`config.mk`:
```
export PLATFORM = sky130hd
export DESIGN_NAME = ordered_array_list_engine
export DESIGN_NICKNAME = d
export VERILOG_FILES = /design/src/rtl/core/oal_pkg.sv /design/src/rtl/core/oal_dp.sv /design/src/rtl/core/oal_ctrl.sv /design/src/rtl/core/ordered_array_list_engine.sv
export VERILOG_INCLUDE_DIRS = /design/src /design/src/rtl/core
export SDC_FILE = /design/constraint.sdc
export NUM_CORES = 1
export LEC_CHECK = 0
export BUFFER_PORTS_ARGS = -buffer_cell sky130_fd_sc_hd__buf_2
export CAP_MARGIN = 40
export CORE_ASPECT_RATIO = 1.4
export CORE_MARGIN = 2
export CORE_UTILIZATION = 51
export DETAILED_ROUTE_END_ITERATION = 16
export PLACE_DENSITY = 0.77
export SYNTH_ARGS = -nofsm -noshare
export SYNTH_HDL_FRONTEND = slang
export SYNTH_SLANG_ARGS = --single-unit
```
`constraint.sdc`:
```
create_clock -name clk -period 6.4 [get_ports clk]
set_input_delay 0.96 -clock clk [delete_from_list [all_inputs] [get_ports clk]]
set_output_delay 0.96 -clock clk [all_outputs]
set_load 0.1 [all_outputs]
```
`src/rtl/core/assert_macros.svh`:
```
// ----------------------------------------------------------------------------
// assert_macros.svh
// Short forms for the concurrent checks used in the RTL.
// ----------------------------------------------------------------------------
`ifndef ASSERT_MACROS_SVH
`define ASSERT_MACROS_SVH

// When the antecedent holds, the consequent must hold in the same cycle.
`define ASSERT_IMPL(label, clk, rst, ante, cons, msg) \
  label: assert property (@(posedge clk) disable iff (rst) (ante) |-> (cons)) \
    else $error(msg);

// When the antecedent holds, the consequent must hold in the next cycle.
`define ASSERT_NEXT(label, clk, rst, ante, cons, msg) \
  label: assert property (@(posedge clk) disable iff (rst) (ante) |=> (cons)) \
    else $error(msg);

// The expression must never hold.
`define ASSERT_NEVER(label, clk, rst, expr, msg) \
  label: assert property (@(posedge clk) disable iff (rst) !(expr)) \
    else $error(msg);

`endif

```
`src/rtl/core/oal_pkg.sv`:
```
// ----------------------------------------------------------------------------
// oal_pkg
// Shared types, codes and field widths of the ordered array list engine.
// ----------------------------------------------------------------------------
package oal_pkg;

  // Default configuration.
  localparam int DEF_CAPACITY   = 16;
  localparam int DEF_DATA_WIDTH = 32;

  // Fixed widths of the request and result fields.
  localparam int REQ_W   = 3;
  localparam int POS_W   = 5;
  localparam int VAL_W   = 32;
  localparam int ST_W    = 3;
  localparam int FOUND_W = 4;
  localparam int CNTO_W  = 5;

  // Request kinds.
  localparam logic [REQ_W-1:0] REQ_APPEND = 3'd0;
  localparam logic [REQ_W-1:0] REQ_INSERT = 3'd1;
  localparam logic [REQ_W-1:0] REQ_REMOVE = 3'd2;
  localparam logic [REQ_W-1:0] REQ_SEARCH = 3'd3;
  localparam logic [REQ_W-1:0] REQ_UPDATE = 3'd4;
  localparam logic [REQ_W-1:0] REQ_CLEAR  = 3'd5;

  // Result status codes.
  localparam logic [ST_W-1:0] ST_OK        = 3'd0;
  localparam logic [ST_W-1:0] ST_FULL      = 3'd1;
  localparam logic [ST_W-1:0] ST_BAD_POS   = 3'd2;
  localparam logic [ST_W-1:0] ST_NOT_FOUND = 3'd3;
  localparam logic [ST_W-1:0] ST_EMPTY     = 3'd4;

  // Start points of the slot cursor.
  localparam logic [1:0] CUR_ZERO = 2'd0;
  localparam logic [1:0] CUR_LAST = 2'd1;
  localparam logic [1:0] CUR_NEXT = 2'd2;

  // Length counter operations.
  localparam logic [1:0] CNT_HOLD = 2'd0;
  localparam logic [1:0] CNT_INC  = 2'd1;
  localparam logic [1:0] CNT_DEC  = 2'd2;
  localparam logic [1:0] CNT_CLR  = 2'd3;

  // Commands from the controller to the datapath.
  typedef struct packed {
    logic            load_req;    // capture the request fields
    logic            cur_load;    // load the cursor from cur_sel
    logic [1:0]      cur_sel;
    logic            rd_en;       // read the slot under the cursor and step it
    logic            cur_up;      // step direction of the cursor
    logic            mv_en;       // write the last read entry one slot over
    logic            mv_up;       // move direction of that entry
    logic            put_en;      // write the request value
    logic            put_at_pos;  // at the request position, else at the end
    logic [1:0]      cnt_op;
    logic            fin;         // capture the result
    logic [ST_W-1:0] fin_status;
    logic            fin_found;   // report the last read slot as found
  } oal_cmd_t;

  // Status from the datapath to the controller.
  typedef struct packed {
    logic [REQ_W-1:0] kind;
    logic             pos_gt_cnt;
    logic             pos_ge_cnt;
    logic             pos_eq_cnt;
    logic             pos_is_last;
    logic             cnt_zero;
    logic             cnt_full;
    logic             cur_at_pos;
    logic             cur_at_last;
    logic             match;
  } oal_stat_t;

endpackage

```
`src/rtl/core/oal_dp.sv`:
```
// ----------------------------------------------------------------------------
// oal_dp
// Datapath: request registers, slot memory, length counter, cursor,
// comparator and result registers.
// ----------------------------------------------------------------------------
module oal_dp import oal_pkg::*; #(
  parameter int CAPACITY   = DEF_CAPACITY,
  parameter int DATA_WIDTH = DEF_DATA_WIDTH
) (
  input  logic               clk,
  input  logic               rst,
  input  oal_cmd_t           cmd,
  input  logic [REQ_W-1:0]   req_type,
  input  logic [POS_W-1:0]   position,
  input  logic [VAL_W-1:0]   item_value,
  output oal_stat_t          stat,
  output logic [ST_W-1:0]    status,
  output logic [FOUND_W-1:0] found_position,
  output logic [CNTO_W-1:0]  count_now
);

  localparam int CW = $clog2(CAPACITY + 1);
  localparam int AW = $clog2(CAPACITY);
  localparam int PW = (CW > POS_W) ? CW : POS_W;

  logic [REQ_W-1:0]      kind;
  logic [POS_W-1:0]      pos;
  logic [DATA_WIDTH-1:0] val;
  logic [CW-1:0]         count;
  logic [CW-1:0]         count_next;
  logic [AW-1:0]         cursor;
  logic [AW-1:0]         rd_addr;
  logic [DATA_WIDTH-1:0] rdata;
  logic [DATA_WIDTH-1:0] mem [CAPACITY];

  logic                  we;
  logic [AW-1:0]         waddr;
  logic [DATA_WIDTH-1:0] wdata;
  logic [PW-1:0]         pos_ext;
  logic [PW-1:0]         cnt_ext;

  assign pos_ext = PW'(pos);
  assign cnt_ext = PW'(count);

  // Capture the request fields when a transaction is accepted.
  always_ff @(posedge clk) begin
    if (cmd.load_req) begin
      kind <= req_type;
      pos  <= position;
      val  <= DATA_WIDTH'(item_value);
    end
  end

  // Length counter.
  always_comb begin
    unique case (cmd.cnt_op)
      CNT_HOLD: count_next = count;
      CNT_INC:  count_next = CW'(count + 1'b1);
      CNT_DEC:  count_next = CW'(count - 1'b1);
      CNT_CLR:  count_next = '0;
      default:  count_next = count;
    endcase
  end

  always_ff @(posedge clk) begin
    if (rst) begin
      count <= '0;
    end else begin
      count <= count_next;
    end
  end

  // Slot cursor: loaded at the start of a walk, stepped on each read.
  always_ff @(posedge clk) begin
    if (cmd.cur_load) begin
      unique case (cmd.cur_sel)
        CUR_ZERO: cursor <= '0;
        CUR_LAST: cursor <= AW'(count - 1'b1);
        CUR_NEXT: cursor <= AW'(pos_ext + 1'b1);
        default:  cursor <= '0;
      endcase
    end else if (cmd.rd_en) begin
      cursor <= cmd.cur_up ? AW'(cursor + 1'b1) : AW'(cursor - 1'b1);
    end
  end

  // Write port: either a moved entry or the request value.
  assign we = cmd.mv_en | cmd.put_en;

  always_comb begin
    if (cmd.mv_en) begin
      waddr = cmd.mv_up ? AW'(rd_addr + 1'b1) : AW'(rd_addr - 1'b1);
      wdata = rdata;
    end else begin
      waddr = cmd.put_at_pos ? AW'(pos) : AW'(count);
      wdata = val;
    end
  end

  // Slot memory with one write port and one registered read port.
  always_ff @(posedge clk) begin
    if (we) begin
      mem[waddr] <= wdata;
    end
  end

  always_ff @(posedge clk) begin
    if (cmd.rd_en) begin
      rdata   <= mem[cursor];
      rd_addr <= cursor;
    end
  end

  // Status towards the controller.
  assign stat.kind        = kind;
  assign stat.pos_gt_cnt  = pos_ext > cnt_ext;
  assign stat.pos_ge_cnt  = pos_ext >= cnt_ext;
  assign stat.pos_eq_cnt  = pos_ext == cnt_ext;
  assign stat.pos_is_last = PW'(pos_ext + 1'b1) == cnt_ext;
  assign stat.cnt_zero    = count == '0;
  assign stat.cnt_full    = count == CW'(CAPACITY);
  assign stat.cur_at_pos  = PW'(cursor) == pos_ext;
  assign stat.cur_at_last = CW'(cursor) == CW'(count - 1'b1);
  assign stat.match       = rdata == val;

  // Result registers.
  always_ff @(posedge clk) begin
    if (cmd.fin) begin
      status         <= cmd.fin_status;
      found_position <= cmd.fin_found ? FOUND_W'(rd_addr) : '0;
      count_now      <= CNTO_W'(count_next);
    end
  end

endmodule

```
`src/rtl/core/oal_ctrl.sv`:
```
// ----------------------------------------------------------------------------
// oal_ctrl
// Controller: decides each request and sequences the slot walks of insert,
// remove and search.
// ----------------------------------------------------------------------------
module oal_ctrl import oal_pkg::*; (
  input  logic      clk,
  input  logic      rst,
  input  logic      start,
  input  oal_stat_t stat,
  output oal_cmd_t  cmd,
  output logic      busy,
  output logic      done
);

  localparam logic [3:0] S_IDLE    = 4'd0;
  localparam logic [3:0] S_DECIDE  = 4'd1;
  localparam logic [3:0] S_WALK_UP = 4'd2;
  localparam logic [3:0] S_TAIL_UP = 4'd3;
  localparam logic [3:0] S_PUT     = 4'd4;
  localparam logic [3:0] S_WALK_DN = 4'd5;
  localparam logic [3:0] S_TAIL_DN = 4'd6;
  localparam logic [3:0] S_WALK_SR = 4'd7;
  localparam logic [3:0] S_TAIL_SR = 4'd8;

  logic [3:0] state;
  logic [3:0] state_next;
  logic       rd_pend;

  assign busy = state != S_IDLE;

  // Next state and commands.
  always_comb begin
    state_next = state;
    cmd        = '0;
    unique case (state)
      S_IDLE: begin
        if (start) begin
          cmd.load_req = 1'b1;
          state_next   = S_DECIDE;
        end
      end

      S_DECIDE: begin
        state_next = S_IDLE;
        unique case (stat.kind)
          REQ_APPEND: begin
            cmd.fin = 1'b1;
            if (stat.cnt_full) begin
              cmd.fin_status = ST_FULL;
            end else begin
              cmd.put_en     = 1'b1;
              cmd.cnt_op     = CNT_INC;
              cmd.fin_status = ST_OK;
            end
          end
          REQ_INSERT: begin
            priority if (stat.pos_gt_cnt) begin
              cmd.fin        = 1'b1;
              cmd.fin_status = ST_BAD_POS;
            end else if (stat.cnt_full) begin
              cmd.fin        = 1'b1;
              cmd.fin_status = ST_FULL;
            end else if (stat.pos_eq_cnt) begin
              cmd.put_en     = 1'b1;
              cmd.put_at_pos = 1'b1;
              cmd.cnt_op     = CNT_INC;
              cmd.fin        = 1'b1;
              cmd.fin_status = ST_OK;
            end else begin
              cmd.cur_load = 1'b1;
              cmd.cur_sel  = CUR_LAST;
              state_next   = S_WALK_UP;
            end
          end
          REQ_REMOVE: begin
            priority if (stat.pos_ge_cnt) begin
              cmd.fin        = 1'b1;
              cmd.fin_status = ST_BAD_POS;
            end else if (stat.pos_is_last) begin
              cmd.cnt_op     = CNT_DEC;
              cmd.fin        = 1'b1;
              cmd.fin_status = ST_OK;
            end else begin
              cmd.cur_load = 1'b1;
              cmd.cur_sel  = CUR_NEXT;
              state_next   = S_WALK_DN;
            end
          end
          REQ_SEARCH: begin
            if (stat.cnt_zero) begin
              cmd.fin        = 1'b1;
              cmd.fin_status = ST_EMPTY;
            end else begin
              cmd.cur_load = 1'b1;
              cmd.cur_sel  = CUR_ZERO;
              state_next   = S_WALK_SR;
            end
          end
          REQ_UPDATE: begin
            cmd.fin = 1'b1;
            priority if (stat.cnt_zero) begin
              cmd.fin_status = ST_EMPTY;
            end else if (stat.pos_ge_cnt) begin
              cmd.fin_status = ST_BAD_POS;
            end else begin
              cmd.put_en     = 1'b1;
              cmd.put_at_pos = 1'b1;
              cmd.fin_status = ST_OK;
            end
          end
          REQ_CLEAR: begin
            cmd.cnt_op     = CNT_CLR;
            cmd.fin        = 1'b1;
            cmd.fin_status = ST_OK;
          end
          default: begin
            cmd.fin        = 1'b1;
            cmd.fin_status = ST_OK;
          end
        endcase
      end

      // Insert: read downwards from the last entry, each entry moving up one.
      S_WALK_UP: begin
        cmd.rd_en = 1'b1;
        cmd.mv_en = rd_pend;
        cmd.mv_up = 1'b1;
        if (stat.cur_at_pos) begin
          state_next = S_TAIL_UP;
        end
      end

      S_TAIL_UP: begin
        cmd.mv_en  = 1'b1;
        cmd.mv_up  = 1'b1;
        state_next = S_PUT;
      end

      S_PUT: begin
        cmd.put_en     = 1'b1;
        cmd.put_at_pos = 1'b1;
        cmd.cnt_op     = CNT_INC;
        cmd.fin        = 1'b1;
        cmd.fin_status = ST_OK;
        state_next     = S_IDLE;
      end

      // Remove: read upwards from the entry after the gap, each moving down.
      S_WALK_DN: begin
        cmd.rd_en  = 1'b1;
        cmd.cur_up = 1'b1;
        cmd.mv_en  = rd_pend;
        if (stat.cur_at_last) begin
          state_next = S_TAIL_DN;
        end
      end

      S_TAIL_DN: begin
        cmd.mv_en      = 1'b1;
        cmd.cnt_op     = CNT_DEC;
        cmd.fin        = 1'b1;
        cmd.fin_status = ST_OK;
        state_next     = S_IDLE;
      end

      // Search: compare each read entry, stop at the first match.
      S_WALK_SR: begin
        if (rd_pend && stat.match) begin
          cmd.fin        = 1'b1;
          cmd.fin_status = ST_OK;
          cmd.fin_found  = 1'b1;
          state_next     = S_IDLE;
        end else begin
          cmd.rd_en  = 1'b1;
          cmd.cur_up = 1'b1;
          if (stat.cur_at_last) begin
            state_next = S_TAIL_SR;
          end
        end
      end

      S_TAIL_SR: begin
        cmd.fin        = 1'b1;
        cmd.fin_status = stat.match ? ST_OK : ST_NOT_FOUND;
        cmd.fin_found  = stat.match;
        state_next     = S_IDLE;
      end

      default: begin
        state_next = S_IDLE;
      end
    endcase
  end

  // State, read tracking and result strobe.
  always_ff @(posedge clk) begin
    if (rst) begin
      state   <= S_IDLE;
      rd_pend <= 1'b0;
      done    <= 1'b0;
    end else begin
      state   <= state_next;
      rd_pend <= cmd.rd_en;
      done    <= cmd.fin;
    end
  end

endmodule

```
`src/rtl/core/ordered_array_list_engine.sv`:
```
// ----------------------------------------------------------------------------
// ordered_array_list_engine
// Bounded ordered list of values with append, insert, remove, search,
// update and clear requests, one result per request.
// ----------------------------------------------------------------------------
// A request is taken when start is high and busy is low; its result appears
// on status, found_position and count_now for exactly one cycle with done
// high, and must be captured then, as the block cannot be stalled. Append,
// update, clear, insert at the end, every rejected request and removal of
// the last entry finish in the decide state. Insert at position p walks the
// slot memory from the last entry down to p, remove at p walks it from
// p + 1 up to the last entry, and search walks it from slot 0 up to the
// first match, all through its single read port one slot per cycle. A new
// request can be accepted in the cycle in which done is high.
`include "assert_macros.svh"

module ordered_array_list_engine import oal_pkg::*; #(
  parameter int CAPACITY   = DEF_CAPACITY,
  parameter int DATA_WIDTH = DEF_DATA_WIDTH
) (
  input  logic               clk,
  input  logic               rst,
  input  logic               start,
  output logic               busy,
  input  logic [REQ_W-1:0]   req_type,
  input  logic [POS_W-1:0]   position,
  input  logic [VAL_W-1:0]   item_value,
  output logic               done,
  output logic [ST_W-1:0]    status,
  output logic [FOUND_W-1:0] found_position,
  output logic [CNTO_W-1:0]  count_now
);

  // Length reported alongside a full status.
  localparam logic [CNTO_W-1:0] FULL_LEN = CNTO_W'(CAPACITY);

  oal_cmd_t  cmd;
  oal_stat_t stat;

  // Controller.
  oal_ctrl u_ctrl (
    .clk   (clk),
    .rst   (rst),
    .start (start),
    .stat  (stat),
    .cmd   (cmd),
    .busy  (busy),
    .done  (done)
  );

  // Datapath.
  oal_dp #(
    .CAPACITY   (CAPACITY),
    .DATA_WIDTH (DATA_WIDTH)
  ) u_dp (
    .clk            (clk),
    .rst            (rst),
    .cmd            (cmd),
    .req_type       (req_type),
    .position       (position),
    .item_value     (item_value),
    .stat           (stat),
    .status         (status),
    .found_position (found_position),
    .count_now      (count_now)
  );

  // A result is only presented once the transaction has finished.
  `ASSERT_IMPL(a_done_idle, clk, rst, done, !busy, "result strobe while busy")

  // An accepted transaction keeps the block busy in the following cycle.
  `ASSERT_NEXT(a_accept_busy, clk, rst, start && !busy, busy, "accept without busy")

  // The slot memory has one write port.
  `ASSERT_NEVER(a_one_write, clk, rst, cmd.mv_en && cmd.put_en, "two slot writes")

  // A full status always reports a length of CAPACITY.
  `ASSERT_IMPL(a_full_len, clk, rst, done && status == ST_FULL, count_now == FULL_LEN, "bad length")

endmodule

```
=== Yosys cells after proc, flatten, opt, wreduce, memory -nomap -nowiden ===
Memories as Yosys holds them, arrays and structs flattened. A register that Yosys moved wholly into a read port is not among the register bits.
Index checks and enable logic that the tools add are counted.

* Register bits after elaboration: 71
* Memory bits (writable): 512
* Input port bits: 43
* Output and inout bits: 14
* Logic and storage cells: 128
* Memories: 1

* Add/subtract/negate cells: 7
* $lt $le $gt $ge: 2
* Equality and inequality tests: 28
* Mux-type cells: 65
* Bitwise operators: 1
* Reduce and logical (&&, ||, !) cells: 12

{| class="wikitable"
|+ Memory list
! memory !! depth !! width !! read ports !! clocked after Yosys merged registers in !! write ports !! line !! text
|-
| u_dp.mem || 16 || 32 || 1 || 1 || 1 || oal_dp.sv:34 || <nowiki>logic [DATA_WIDTH-1:0] mem [CAPACITY];</nowiki>
|}

{| class="wikitable"
|+ Operators with widths
! cell !! count
|-
| $mux 4 || 20
|-
| $eq 32x32->1 || 1
|-
| $mux 32 || 1
|-
| $mux 3 || 10
|-
| $pmux 4 s6 || 1
|-
| $pmux 4 s5 || 1
|-
| $pmux 5 s4 || 1
|-
| $eq 4x3->1 const B || 4
|-
| $pmux 4 s4 || 1
|-
| $mux 2 || 7
|-
| $pmux 4 s3 || 1
|-
| $add 5x1->5 const B || 2
|-
| $eq 4x5->1 || 2
|-
| $eq 5x5->1 || 2
|-
| $pmux 1 s2 || 5
|-
| $pmux 3 s3 || 1
|-
| $add 4x1->4 const B || 2
|-
| $eq 4x2->1 const B || 2
|-
| $mux 1 || 8
|-
| $mux 8 || 1
|-
| $pmux 2 s4 || 1
|-
| $pmux 4 s2 || 1
|-
| $reduce_or 2->1 || 4
|-
| $sub 4x1->4 const B || 2
|-
| other kinds (27) || 34
|}

=== Depth between registers and ports, before layout ===
* Depth after elaboration: 9
* Gate-level depth with buffers: 13
* Depth with buffers taken out: 12

=== Modules after synthesis ===
Synthesis repeated with hierarchy kept, for this count alone.

* Cells, all modules: 1,235
* Area total of the unflattened synthesis: 24,688.7 um2

{| class="wikitable"
|+ Modules (own cells, without submodules)
! module !! instances !! cells each !! area an instance (um2) !! seq. area each (um2)
|-
| oal_dp || 1 || 1,123 || 23,950.5 || 18,237.5
|-
| oal_ctrl || 1 || 112 || 738.2 || 120.1
|}

=== Worst setup path before layout ===
Ideal clock, no wire load.

* Kind: register to register
* Start: register u_dp.count[2], in the netlist u_dp.cnt_ext[2]
* End: memory u_dp.mem[9][0] (netlist name) (enable)
* Library setup time: 0.513 ns
* Arrival: 5.813 ns
* Required time: 5.887 ns
* Path slack: 0.074 ns
* Cell stages (with the launch flop): 11
* Path buffers: 2
* Clock period less this slack: 6.326 ns
* Cells stage by stage: dfxtp_1 > clkbuf_1 > inv_1 > ha_1 > nand3_1 > o21ai_2 > o21ai_2 > a21o_1 > a221o_1 > buf_4 > nor4b_1

* Longest elaborated chain between the ends: 9
* Elaborated cells on any way between the ends: 19
* Those cells by class: order compare: 2; eq/ne: 2; mux: 13; bitwise: 1; reduce/logical: 1

{| class="wikitable"
|+ RTL lines
! item !! line !! text
|-
| start, declared || oal_dp.sv:29 || <nowiki>logic [CW-1:0] count;</nowiki>
|-
| start signal, assigned || oal_dp.sv:69 || <nowiki>count <= count_next;</nowiki>
|-
| branches (longest 9 deep; another with $ge 5x5->1) || -- ||
|-
| end, declared || oal_dp.sv:34 ||
|}

Parallel ways; which one is timed is not known.

=== Worst setup path in the final report ===
* Start: register u_dp.count[2], in the netlist u_dp.cnt_ext[2]
* End: memory u_dp.mem[15][25] (netlist name) (enable)

Same word-level chain as after synthesis.

==> results.toml <==
[outcome]
outcome = "completed"

[sta]
setup_viol = 0
final.period_utilization_pct = 70.2
period_minus_slack_ns = 4.49
finalSetupTns_ns = 0
rsz0062_at_grt = "no"
max_slew_margin_pct = 38.6
max_freq_mhz = 223
worst_pin_slew_ns = 0.921
slew_viol_final = 0
worst_slack_ns = 1.91
skew_ns = 0.0193
finalHoldViolCount = 0

[clock_network]
cts_resized = 0
clockBufferDepth = 3
h-tree-depth = 2
clk_pin_slew_worst_paths_ns = 0.06
cts.sinks = 615
clk_latency_ns = 0.60
hold_buffers = 0
cts_tree = "yes"
cts_buffers = 54
post-cts-setup-buffers = 0
root_buffer = "clkbuf_16"

[yosys]
synth_common_cells = "604 x edfxtp_1, 160 x mux4_2, 43 x xnor2_1"
yosys-top-cells-area = "edfxtp_1 73%, mux4_2 15%, mux2_2 1.6%, xnor2_1 1.5%, dfxtp_1 0.89%"
yosys.area.top_type_share_pct = 73.0
yosysSeqAreaShare_pct = 73.9
syn_area_um2 = 24900
ys_warn_count = 0
synth_edf_count = 604
synth_largest_area_cell = "edfxtp_1"
postSynthAreaPerCell_um2 = 21.3
ys_types = 74
synth_most_common_cell = "edfxtp_1"
syn-num-nets = 1226
ys_ff_latch = 615
synth_cells = 1166
synthFlopType = "edfxtp_1"
synthArstFlopShare_pct = 0

[cells_and_area]
insertedDiodeCount = 0
syn_to_final_growth_pct = 12.6
nNetsFinal = 1309
seq_area_um2 = 18400
fill_cells = 3345
fin_cells = 1925
drive_gt1_share_pct = 31.5
design_area_um2 = 28000
multiInputGateArea_um2 = 6340

[run]
max_cap_violations = 0

[grt]
met1_usage_pct = 27.6
grt_first_pass_wirelength_mm = 79.6
track_usage_pct = 21.7
met2_usage_pct = 37.0
met3_usage_pct = 3.38
grt_max_degree = 134
overflow = 0
grt.busiest_layer = "met2"
antenna_found_initial = 0
first_global_vias = 12400

[floorplan]
initial_core_util_pct = 51.8
coreArea_um2 = 48000
io_pins = 57
die_x_um = 191
core.rowCount = 95
dieHeight_um = 265
dieArea_um2 = 50500

[worst_setup_path]
critPathMaxStageDelay_ns = 0.99
crit_required_ns = 6.69
critPathBufInv = 2
slowest_stage = "and4b_2"
cp-start-kind = "flop"
endpoint_kind = "flop"
crit_type = "flop to flop"
crit_top_cell = "o21ai_2"
crit_arrival_ns = 4.78
worstPathCellList = "inv_1 -> ha_1 -> nand3_1 -> o21ai_2 -> o21ai_2 -> a211oi_2 -> a221o_1 -> and4b_2 -> buf_4"
cp_top_family = "compound AO/OA/AOI/OAI gates"
critPathMaxFanout = 24

[place]
dp_cells = 1823
place_area_um2 = 26100
gp_congestion = 0.856
dp_slack_ns = 1.96
numPortBuffers = 56
dp_hpwl_mm = 30.0

[drt]
wirelength_mm = 53.6
via_per_inst = 6.18
first_pass_iters = 5
drt_iter0_drc = 1321
drt.antenna.violating_nets = 0
wl_per_cell_um = 27.9
drc = 0
dr_total_vias = 11900

[power]
power_mw = 8.42
p_leak_nw = 8.81
vdd_drop_max_uv = 235
p_per_area_nw_per_um2 = 301

[hold_path]
hp-class = "input pin to flop"
worst paths after layout:
kind	start	endpoint	slack, ns	cells past startpoint
hold / removal	item_value[26]	u_dp.val[26]	0.53	1
setup / recovery	u_dp.cnt_ext[2]	u_dp.mem[15][25]	1.91	9
setup reg to reg	u_dp.cnt_ext[2]	u_dp.mem[15][25]	1.91	9
hold reg to reg	u_dp.cnt_ext[4]	u_dp.cnt_ext[4]	0.61	2
placed cells by master (no fill, tap or decap), types with 4 or more instances in the layout:
| cell | count |
|---|---|
| nand2_1 | 20 |
| a21o_1 | 6 |
| nand3_1 | 14 |
| xor2_1 | 10 |
| clkbuf_16 | 56 |
| nor4bb_4 | 6 |
| mux2_2 | 35 |
| bufinv_16 | 8 |
| xnor2_1 | 43 |
| and2_1 | 5 |
| buf_4 | 27 |
| inv_1 | 13 |
| edfxtp_1 | 604 |
| clkbuf_1 | 7 |
| and3_1 | 8 |
| buf_2 | 56 |
| o21ai_0 | 12 |
| nand4_1 | 10 |
| a21oi_1 | 17 |
| clkinv_1 | 7 |
| or3_1 | 5 |
| ha_1 | 15 |
| nand2b_1 | 5 |
| mux2i_1 | 4 |
| nor4b_4 | 4 |
| clkinv_2 | 13 |
| a31oi_1 | 4 |
| mux4_2 | 160 |
| nor2_1 | 12 |
| dfxtp_1 | 11 |
| clkinvlp_4 | 7 |
| nor2b_1 | 9 |
| nor4b_2 | 4 |
stage by stage:
step	hold slack (ns)	util (%)
4_1_cts	0.511	58.3
2_1_floorplan	0.424	-
3_5_place_dp	0.584	54.4
3_3_place_gp	0.581	54.3
5_1_grt	0.518	58.3
6_report	0.533	58.3
flip-flops by register name, summed over array words and instances, names as in the netlist:
register,flops
u_ctrl.done,1
u_ctrl.rd_pend,1
u_ctrl.state,4
u_dp.cnt_ext,5
u_dp.count_now,5
u_dp.cursor,4
u_dp.found_position,4
u_dp.kind,3
u_dp.mem,512
u_dp.pos,5
u_dp.rd_addr,4
u_dp.rdata,32
u_dp.status,3
u_dp.val,32
cells by family (layout without fill, tap and decap cells):
family,count (synthesis),in the layout,share of synthesized area [%]
buffers and inverters,74,203,1.30
adder cells (fa/ha/maj),17,17,0.916
XOR/XNOR,54,54,1.96
flip-flops,615,615,73.9
multiplexers,199,199,16.2
AO/OA/AOI/OAI,77,77,2.25
AND/OR/NAND/NOR,130,130,3.45
routing by layer:
layer  vias up  part of all wire [%]  routed length (µm)
met5         -                     0                   0
met4         0                   4.5                2440
met3       116                   6.3                3400
met2       518                    52               27900
met1      6211                    37               19900
li1       5044                     -                   -
power breakdown:
group / internal, mW / leakage (nW) / switching (mW) / total (mW)
Sequential: 4.51 / 5.55 / 0.0446 / 4.55
Clock: 1.93 / 0.899 / 1.45 / 3.38
Combinational: 0.173 / 2.36 / 0.315 / 0.488
final cells by class:
type,instances,share of cell area (%)
Clock buffer,63,5.10
Multi-Input combinational cell,477,22.7
Clock inverter,39,1.57
Inverter,14,0.188
Sequential cell,615,65.6
Timing Repair Buffer,87,2.04
Tap cell,630,2.82
worst reg2reg max path, stage by stage, from the launching register on:
cell	delay, ns
dfxtp_1	0.68
inv_1	0.12
ha_1	0.31
nand3_1	0.17
o21ai_2	0.39
o21ai_2	0.14
a211oi_2	0.30
a221o_1	0.76
and4b_2	0.99
buf_4	0.33
Power figures use the tool's default switching activity.
